==> config.mk <==
export PLATFORM = sky130hd
export DESIGN_NAME = trackball_direction_events_top
export DESIGN_NICKNAME = d
export VERILOG_FILES = /design/src/hdl/tbde_pkg.sv /design/src/hdl/tbde_step.sv /design/src/hdl/trackball_direction_events_top.sv
export SDC_FILE = /design/constraint.sdc
export NUM_CORES = 1
export LEC_CHECK = 0
export ABC_AREA = 1
export BUFFER_PORTS_ARGS = -buffer_cell sky130_fd_sc_hd__buf_2
export CORE_MARGIN = 1
export CORE_UTILIZATION = 45
export CTS_CLUSTER_SIZE = 14
export DETAILED_ROUTE_END_ITERATION = 8
export PLACE_DENSITY = 0.63
export SKIP_LAST_GASP = 1
export SLEW_MARGIN = 10
export SYNTH_ARGS = -nofsm -noshare
export SYNTH_HDL_FRONTEND = slang
export SYNTH_SLANG_ARGS = --single-unit
==> constraint.sdc <==
create_clock -name clock -period 7.87 [get_ports clock]
set_clock_uncertainty 0.1 [all_clocks]
set_input_delay 1.9675 -clock clock [delete_from_list [all_inputs] [get_ports clock]]
set_output_delay 1.9675 -clock clock [all_outputs]
set_load 0.02 [all_outputs]
==> src/hdl/tbde_pkg.sv <==
// Shared types, codes and reset values for the trackball direction event block.
`default_nettype none

package tbde_pkg;

   // Field widths fixed by the poll word.
   localparam int unsigned TIME_BITS  = 32;
   localparam int unsigned PULSE_BITS = 15;
   localparam int unsigned MOD_BITS   = 4;
   localparam int unsigned THR_BITS   = 7;
   localparam int unsigned DEB_BITS   = 8;
   localparam int unsigned REQ_BYTES  = 13;
   localparam int unsigned RSP_BYTES  = 1;
   localparam int unsigned CSR_DATA_BITS = 8;

   // Default accumulator width.
   localparam int unsigned ACC_BITS_DEFAULT = 18;

   // Register reset values.
   localparam logic [THR_BITS-1:0] THRESHOLD_RESET = 7'd3;
   localparam logic                MODE_RESET      = 1'b0;
   localparam logic [DEB_BITS-1:0] DEBOUNCE_RESET  = 8'd30;

   // Register indexes on the configuration port.
   typedef enum logic [1:0] {
      CSR_THRESHOLD = 2'd0,
      CSR_MODE      = 2'd1,
      CSR_DEBOUNCE  = 2'd2
   } csr_index_type;

   // Key codes of the result word.
   typedef enum logic [2:0] {
      EV_ENTER = 3'd0,
      EV_UP    = 3'd1,
      EV_DOWN  = 3'd2,
      EV_LEFT  = 3'd3,
      EV_RIGHT = 3'd4
   } key_type;

   // One poll; first member lands in the highest bits, so now_ms sits at bit 0.
   typedef struct packed {
      logic [MOD_BITS-1:0]   modifier_flags;
      logic [PULSE_BITS-1:0] right_pulses;
      logic [PULSE_BITS-1:0] left_pulses;
      logic [PULSE_BITS-1:0] down_pulses;
      logic [PULSE_BITS-1:0] up_pulses;
      logic                  right_level;
      logic                  left_level;
      logic                  down_level;
      logic                  up_level;
      logic                  click_down;
      logic [TIME_BITS-1:0]  now_ms;
   } req_type;

   // One result; event_valid sits at bit 0.
   typedef struct packed {
      logic [MOD_BITS-1:0] event_modifiers;
      key_type             key_code;
      logic                event_valid;
   } rsp_type;

   // Click debounce and edge-detect state carried from poll to poll.
   typedef struct packed {
      logic                 click_held;
      logic                 click_fired;
      logic [TIME_BITS-1:0] click_start_ms;
      logic                 first_poll;
      logic [3:0]           last_levels;
   } ctl_type;

   localparam ctl_type CTL_RESET = '{
      click_held:     1'b0,
      click_fired:    1'b0,
      click_start_ms: '0,
      first_poll:     1'b1,
      last_levels:    4'd0
   };

endpackage : tbde_pkg

`default_nettype wire

==> src/hdl/tbde_step.sv <==
// Combinational step: debounce, edge detect, saturating accumulate and direction checks.
`default_nettype none

module tbde_step
   import tbde_pkg::*;
#(
   parameter int unsigned ACC_BITS = ACC_BITS_DEFAULT
) (
   input  wire req_type                  item,
   input  wire ctl_type                  ctl,
   input  wire logic signed [ACC_BITS-1:0] acc_x,
   input  wire logic signed [ACC_BITS-1:0] acc_y,
   input  wire logic [THR_BITS-1:0]      move_threshold,
   input  wire logic                     count_mode,
   input  wire logic [DEB_BITS-1:0]      debounce_ms,
   output rsp_type                       rsp,
   output ctl_type                       ctl_next,
   output logic signed [ACC_BITS-1:0]    acc_x_next,
   output logic signed [ACC_BITS-1:0]    acc_y_next
);

   // Sum width covers the accumulator and a signed pulse difference plus carry.
   localparam int unsigned SUM_BITS =
      ((ACC_BITS > PULSE_BITS + 1) ? ACC_BITS : PULSE_BITS + 1) + 1;
   localparam logic signed [SUM_BITS-1:0] ACC_MAX =
      {{(SUM_BITS-ACC_BITS+1){1'b0}}, {(ACC_BITS-1){1'b1}}};
   localparam logic signed [SUM_BITS-1:0] ACC_MIN =
      {{(SUM_BITS-ACC_BITS+1){1'b1}}, {(ACC_BITS-1){1'b0}}};

   logic                       click_event;
   logic                       skip;
   logic [3:0]                 levels;
   logic [3:0]                 edges;
   logic [TIME_BITS-1:0]       hold_ms;
   logic signed [SUM_BITS-1:0] dx;
   logic signed [SUM_BITS-1:0] dy;
   logic signed [SUM_BITS-1:0] sum_x;
   logic signed [SUM_BITS-1:0] sum_y;
   logic signed [SUM_BITS-1:0] sat_x;
   logic signed [SUM_BITS-1:0] sat_y;
   logic signed [SUM_BITS-1:0] th_pos;
   logic signed [SUM_BITS-1:0] th_neg;

   assign levels  = {item.right_level, item.left_level, item.down_level, item.up_level};
   assign edges   = levels & ~ctl.last_levels;
   assign hold_ms = item.now_ms - ctl.click_start_ms;
   assign th_pos  = $signed({{(SUM_BITS-THR_BITS){1'b0}}, move_threshold});
   assign th_neg  = -th_pos;

   // Net step per axis: pulse counts in interrupt mode, new edges in level mode.
   always_comb begin
      if (count_mode) begin
         dy = $signed({{(SUM_BITS-PULSE_BITS){1'b0}}, item.down_pulses})
            - $signed({{(SUM_BITS-PULSE_BITS){1'b0}}, item.up_pulses});
         dx = $signed({{(SUM_BITS-PULSE_BITS){1'b0}}, item.right_pulses})
            - $signed({{(SUM_BITS-PULSE_BITS){1'b0}}, item.left_pulses});
      end else begin
         dy = $signed({{(SUM_BITS-1){1'b0}}, edges[1]})
            - $signed({{(SUM_BITS-1){1'b0}}, edges[0]});
         dx = $signed({{(SUM_BITS-1){1'b0}}, edges[3]})
            - $signed({{(SUM_BITS-1){1'b0}}, edges[2]});
      end
   end

   // Add and clamp to the signed accumulator range.
   assign sum_y = $signed({{(SUM_BITS-ACC_BITS){acc_y[ACC_BITS-1]}}, acc_y}) + dy;
   assign sum_x = $signed({{(SUM_BITS-ACC_BITS){acc_x[ACC_BITS-1]}}, acc_x}) + dx;

   always_comb begin
      sat_y = sum_y;
      if (sum_y > ACC_MAX) sat_y = ACC_MAX;
      if (sum_y < ACC_MIN) sat_y = ACC_MIN;
      sat_x = sum_x;
      if (sum_x > ACC_MAX) sat_x = ACC_MAX;
      if (sum_x < ACC_MIN) sat_x = ACC_MIN;
   end

   // Click debounce, first-poll capture, then direction checks in priority order.
   always_comb begin
      ctl_next    = ctl;
      click_event = 1'b0;
      skip        = 1'b0;
      acc_x_next  = acc_x;
      acc_y_next  = acc_y;
      rsp         = '{event_modifiers: '0, key_code: EV_ENTER, event_valid: 1'b0};

      if (item.click_down) begin
         if (!ctl.click_held) begin
            ctl_next.click_held     = 1'b1;
            ctl_next.click_start_ms = item.now_ms;
            ctl_next.click_fired    = 1'b0;
         end else if (!ctl.click_fired &&
                      hold_ms >= {{(TIME_BITS-DEB_BITS){1'b0}}, debounce_ms}) begin
            ctl_next.click_fired = 1'b1;
            click_event          = 1'b1;
         end
      end else begin
         ctl_next.click_held  = 1'b0;
         ctl_next.click_fired = 1'b0;
      end

      // Level mode records the lines on every poll; the first poll only records.
      if (!count_mode) begin
         ctl_next.last_levels = levels;
         if (ctl.first_poll) begin
            ctl_next.first_poll = 1'b0;
            skip                = 1'b1;
         end
      end

      if (skip) begin
         rsp.event_valid = 1'b0;
      end else if (click_event) begin
         rsp = '{event_modifiers: item.modifier_flags, key_code: EV_ENTER,
                 event_valid: 1'b1};
      end else begin
         acc_x_next = sat_x[ACC_BITS-1:0];
         acc_y_next = sat_y[ACC_BITS-1:0];
         if (sat_y <= th_neg) begin
            acc_y_next = '0;
            rsp = '{event_modifiers: item.modifier_flags, key_code: EV_UP,
                    event_valid: 1'b1};
         end else if (sat_y >= th_pos) begin
            acc_y_next = '0;
            rsp = '{event_modifiers: item.modifier_flags, key_code: EV_DOWN,
                    event_valid: 1'b1};
         end else if (sat_x <= th_neg) begin
            acc_x_next = '0;
            rsp = '{event_modifiers: item.modifier_flags, key_code: EV_LEFT,
                    event_valid: 1'b1};
         end else if (sat_x >= th_pos) begin
            acc_x_next = '0;
            rsp = '{event_modifiers: item.modifier_flags, key_code: EV_RIGHT,
                    event_valid: 1'b1};
         end
      end
   end

endmodule : tbde_step

`default_nettype wire

==> src/hdl/trackball_direction_events_top.sv <==
// Top level of the trackball direction event block: registers, handshakes and step logic.
//
//   Channel  Direction  Ports                           Word contents (lowest bit up)
//   req      in         req_tvalid/tready/tdata[103:0]  poll fields, 3 pad bits
//   rsp      out        rsp_tvalid/tready/tdata[7:0]    event_valid, key_code, event_modifiers
//   csr      in         csr_we/index[1:0]/wdata[7:0]    threshold, mode, debounce
//
// Each poll word is registered on acceptance and then passes through the step logic
// into the result register once that register is free or draining.
// One poll per cycle is sustained while rsp_tready holds; the combinational step sets it.
// Reset is synchronous and clears the handshake, debounce and accumulator state.
// A stalled result holds the step, and a held input word then stalls the input side.
`default_nettype none

module trackball_direction_events_top
   import tbde_pkg::*;
#(
   parameter int unsigned ACC_BITS = ACC_BITS_DEFAULT
) (
   input  wire                            clock,
   input  wire                            reset,
   // now_ms, click_down, up_level, down_level, left_level, right_level,
   // up_pulses, down_pulses, left_pulses, right_pulses, modifier_flags
   input  wire                            req_tvalid,
   output logic                           req_tready,
   input  wire  [8*REQ_BYTES-1:0]         req_tdata,
   // event_valid, key_code, event_modifiers
   output logic                           rsp_tvalid,
   input  wire                            rsp_tready,
   output logic [8*RSP_BYTES-1:0]         rsp_tdata,
   input  wire                            csr_we,
   input  wire  [1:0]                     csr_index,
   input  wire  [CSR_DATA_BITS-1:0]       csr_wdata
);

   localparam int unsigned REQ_BITS = $bits(req_type);

   req_type                     in_word_ff;
   logic                        in_valid_ff;
   logic                        in_valid_in;
   rsp_type                     out_word_ff;
   logic                        out_valid_ff;
   logic                        out_valid_in;
   ctl_type                     ctl_ff;
   ctl_type                     ctl_in;
   logic signed [ACC_BITS-1:0]  acc_x_ff;
   logic signed [ACC_BITS-1:0]  acc_y_ff;
   logic signed [ACC_BITS-1:0]  acc_x_in;
   logic signed [ACC_BITS-1:0]  acc_y_in;
   logic [THR_BITS-1:0]         threshold_ff;
   logic                        mode_ff;
   logic [DEB_BITS-1:0]         debounce_ff;
   logic                        step_go;
   logic                        mode_clear;
   rsp_type                     step_rsp;
   ctl_type                     step_ctl;
   logic signed [ACC_BITS-1:0]  step_acc_x;
   logic signed [ACC_BITS-1:0]  step_acc_y;

   // The step runs whenever a word is held and the result register is free or draining.
   assign step_go    = in_valid_ff && (!out_valid_ff || rsp_tready);
   assign req_tready = !in_valid_ff || step_go;
   assign rsp_tvalid = out_valid_ff;
   assign rsp_tdata  = out_word_ff;

   assign in_valid_in  = req_tready ? req_tvalid : in_valid_ff;
   assign out_valid_in = step_go ? 1'b1 : (rsp_tready ? 1'b0 : out_valid_ff);

   // A mode write that changes the mode clears both accumulators.
   assign mode_clear = csr_we && (csr_index == CSR_MODE) && (csr_wdata[0] != mode_ff);

   tbde_step #(
      .ACC_BITS(ACC_BITS)
   ) u_step (
      .item           (in_word_ff),
      .ctl            (ctl_ff),
      .acc_x          (acc_x_ff),
      .acc_y          (acc_y_ff),
      .move_threshold (threshold_ff),
      .count_mode     (mode_ff),
      .debounce_ms    (debounce_ff),
      .rsp            (step_rsp),
      .ctl_next       (step_ctl),
      .acc_x_next     (step_acc_x),
      .acc_y_next     (step_acc_y)
   );

   // Next state of the poll-to-poll state.
   always_comb begin
      ctl_in   = step_go ? step_ctl : ctl_ff;
      acc_x_in = step_go ? step_acc_x : acc_x_ff;
      acc_y_in = step_go ? step_acc_y : acc_y_ff;
      if (mode_clear) begin
         acc_x_in = '0;
         acc_y_in = '0;
      end
   end

   // Control and state registers.
   always_ff @(posedge clock) begin
      if (reset) begin
         in_valid_ff  <= 1'b0;
         out_valid_ff <= 1'b0;
         ctl_ff       <= CTL_RESET;
         acc_x_ff     <= '0;
         acc_y_ff     <= '0;
      end else begin
         in_valid_ff  <= in_valid_in;
         out_valid_ff <= out_valid_in;
         ctl_ff       <= ctl_in;
         acc_x_ff     <= acc_x_in;
         acc_y_ff     <= acc_y_in;
      end
   end

   // Configuration registers.
   always_ff @(posedge clock) begin
      if (reset) begin
         threshold_ff <= THRESHOLD_RESET;
         mode_ff      <= MODE_RESET;
         debounce_ff  <= DEBOUNCE_RESET;
      end else if (csr_we) begin
         case (csr_index)
            CSR_THRESHOLD: threshold_ff <= csr_wdata[THR_BITS-1:0];
            CSR_MODE:      mode_ff      <= csr_wdata[0];
            CSR_DEBOUNCE:  debounce_ff  <= csr_wdata[DEB_BITS-1:0];
            default:       ;
         endcase
      end
   end

   // Payload registers.
   always_ff @(posedge clock) begin
      if (req_tready && req_tvalid) begin
         in_word_ff <= req_tdata[REQ_BITS-1:0];
      end
      if (step_go) begin
         out_word_ff <= step_rsp;
      end
   end

   // A word without an event carries zero key code and modifiers.
   assert property (@(posedge clock) disable iff (reset)
      rsp_tvalid && !rsp_tdata[0] |-> rsp_tdata[7:1] == 7'd0)
      else $error("non-event result word carries nonzero fields");

   // Event key codes stay within the defined set.
   assert property (@(posedge clock) disable iff (reset)
      rsp_tvalid && rsp_tdata[0] |-> out_word_ff.key_code == EV_ENTER ||
         out_word_ff.key_code == EV_UP || out_word_ff.key_code == EV_DOWN ||
         out_word_ff.key_code == EV_LEFT || out_word_ff.key_code == EV_RIGHT)
      else $error("result key code out of range");

   // Changing the mode leaves both accumulators cleared.
   assert property (@(posedge clock) disable iff (reset)
      mode_clear |=> acc_x_ff == '0 && acc_y_ff == '0)
      else $error("accumulators not cleared after mode change");

   // A held input word that cannot step keeps the input side stalled.
   assert property (@(posedge clock) disable iff (reset)
      in_valid_ff && out_valid_ff && !rsp_tready |-> !req_tready)
      else $error("input accepted while the held word is stalled");

endmodule : trackball_direction_events_top

`default_nettype wire

==> metrics.csv <==
metric;value;unit
First DRT Iteration DRCs;704;
vias in the first global route;13100;
WP data arrival;7.37;ns
fin crit period;7.19;ns
# hold bufs at CTS;0;
Post-Syn Instances;2168;
XOR/XNOR Fraction of Synth Area;0.0333;
clock latency on the worst-skew pair;0.54;ns
Worst Hold Endpoint;ctl_ff[4]$_SDFFE_PP1P_;
DIE WIDTH;188;um
Post-CTS Setup Repair Bufs;0;
met1 Resource Use GR;0.281;
RSZ-0062 raised after global routing;false;
CTS H-Tree Depth;1;
Reg area;0.00513;mm^2
I/O pin total;129;
most instantiated cells after synthesis;nand2_1, inv_1, a21oi_1;
synthesized area;0.0155;mm^2
Yosys warning total;0;
GR Util met2;0.394;
hold crit path type;register to register;
row count;67;
ys flop type;edfxtp_1;
power per cell area;187;mW/mm^2
GRT Util Overall;0.222;
Post-Synth Simple-Gate Area;0.272;
Die Ht;188;um
clock root buffer;clkbuf_16;
Setup crit end kind;register;
Crit Path Max Fanout;11;
largest family of logic cells by synthesized area;simple AND/OR/NAND/NOR gates;
Worst VDD drop;0.000180;V
Residual DRC;0;
Fmax;139;MHz
Post-synth EDFFs;109;
Worst Setup Path Type;register to register;
Multi-input gate area;0.00872;mm^2
#FFs+latches synth;202;
Core ar.;0.0337;mm^2
Pwr Total;3250;uW
IO buf count;125;
PostCTS Resize Cnt;0;
sequential share of the synthesized area;0.331;
Post-Syn Area per Cell;7.16;um^2
drt pass-1 iters;5;
hold path startpoint;ctl_ff[4]$_SDFFE_PP1P_;
most frequent cell on the critical path;nand2_1;
met3 usage;0.0260;
Clock Pin Slew Worst Setup and Hold Paths;0.06;ns
GPL Wtd Cong;0.944;
Req. time, crit path;8.06;ns
Async SR Flop Fraction;0;
CTS tree;built;
final wirelength;39100;um
largest net degree at the start of global routing;62;
Num CTS Buffers;25;
global-route wire length before repair;63700;um
Placed Cells;2714;
final net count;2576;
Hold Fails Final Rpt;0;
Syn-to-layout area delta;12.2;%
die area;0.0352;mm^2
DP Wirelength;31300;um
starting density of the core;0.461;
Worst-Margin Slew;0.997;ns
total vias in the final route;13900;
r2r setup slk;0.68;ns
mux cell area share after synthesis;0.00129;
max-slew violations;0;
Synth Area in Adders;0.135;
Synth Area in Compound Gates;0.120;
Slowest-stage cell, CP;fa_1;
most numerous cell in the Yosys netlist;nand2_1;
vias per inst;5.04;
initial antenna violation count;3;
final setup violation count;0;
fin cells;2763;
max-cap violations;0;
busiest grt layer;met2;
Synth area leaders;edfxtp_1, nand2_1, ha_1;
WL per Instance;14.1;um
DRT antenna net count;0;
fillers;3388;
status;finished clean;
hold slack;0.350;ns
CTS max path bufs;3;
Pleak;0.00880;uW
top cell type by total area after synthesis;edfxtp_1;
reg2reg end;rsp_tdata[4]$_SDFFCE_PP0P_;
clk sinks;202;
worst rel slew slack;0.329;
R2R Path Start;in_word_ff[67]$_DFFE_PP_;
Yosys cell types;48;
layout cells sized above 1;0.112;
hold depth;2;
setup_tns;0;ns
Period Utilization, post-route;0.913;
Critical Path Source Type;register;
CP peak stage delay;0.40;ns
FF-to-FF path depth;49;
Syn Nets;2451;
grt ovf;0;
post-synth top area share;0.211;
Core Util, Final;0.517;
## power by group
| part | switching [uW] | internal (uW) |
|---|---|---|
| Sequential | 24.8 | 1170 |
| Clock | 456 | 673 |
| Combinational | 608 | 319 |
## worst max-delay path: cells and delay by family (launching register included)
family	cells	cell delay, ns
AND/OR/NAND/NOR	36	3.44
buffers and inverters	3	0.27
adder cells (fa/ha/maj)	4	1.37
AO/OA/AOI/OAI	6	1.39
flip-flops	1	0.37
## routing by layer
layer,up-vias,share of wire
li1,7289,-
met1,6317,0.45
met2,246,0.49
met3,60,0.036
met4,0,0.026
met5,-,0
## worst max path at each step
stage	startpoint	to	slack [ns]	depth (start not counted)
2_1_floorplan	in_word_ff[37]$_DFFE_PP_	rsp_tdata[4]$_SDFFCE_PP0P_	1.81	41
3_3_place_gp	in_word_ff[67]$_DFFE_PP_	rsp_tdata[6]$_SDFFCE_PP0P_	0.80	49
3_5_place_dp	in_word_ff[67]$_DFFE_PP_	rsp_tdata[4]$_SDFFCE_PP0P_	0.70	49
4_1_cts	in_word_ff[67]$_DFFE_PP_	rsp_tdata[0]$_SDFFCE_PP0P_	0.65	43
5_1_grt	in_word_ff[37]$_DFFE_PP_	rsp_tdata[7]$_SDFFCE_PP0P_	0.05	45
6_report	in_word_ff[67]$_DFFE_PP_	rsp_tdata[4]$_SDFFCE_PP0P_	0.68	49
## flip-flops by register name, summed over array words and instances (netlist names)
register      count
debounce_ff       8
acc_y_ff         18
mode_ff           1
in_word_ff      101
acc_x_ff         18
ctl_ff           39
in_valid_ff       1
threshold_ff      7
rsp_tdata         8
rsp_tvalid        1
## layout make-up
class | instances | area share
Antenna cell | 3 | 0.000431
Clock buffer | 35 | 0.0392
Clock inverter | 11 | 0.00683
Inverter | 396 | 0.0855
Multi-Input combinational cell | 1533 | 0.501
Sequential cell | 202 | 0.295
Tap cell | 448 | 0.0322
Timing Repair Buffer | 135 | 0.0402
## logic make-up after synthesis
group,Yosys count
simple gates,966
buf+inv,433
compound gates,342
flops,202
fa+ha+maj,164
xor+xnor,59
mux,2
## layout by cell type, fill, tap and decap left out, drive strengths merged, types with 4 or more instances in the layout
cell type,synthesis,final
nand2,588,588
inv,391,394
a21oi,217,217
nor2,184,184
ha,159,159
buf,12,135
edfxtp,109,109
nand3,99,99
dfxtp,93,93
o21ai,92,92
nand4,53,53
xor2,37,37
clkbuf,25,35
xnor2,22,22
nor3,17,17
o21bai,10,10
clkinv,5,10
o211ai,8,8
nor4,8,8
nand3b,8,8
a31oi,6,6
fa,5,5
and2,4,4
## through the flow
step / cell area (um^2) / worst slack, ns
2_1_floorplan: 15500 / 1.81
3_3_place_gp: 16600 / 0.799
3_5_place_dp: 16600 / 0.701
4_1_cts: 17400 / 0.653
5_1_grt: 17400 / 0.0507
6_report: 17400 / 0.685
Power figures use the tool's default switching activity.
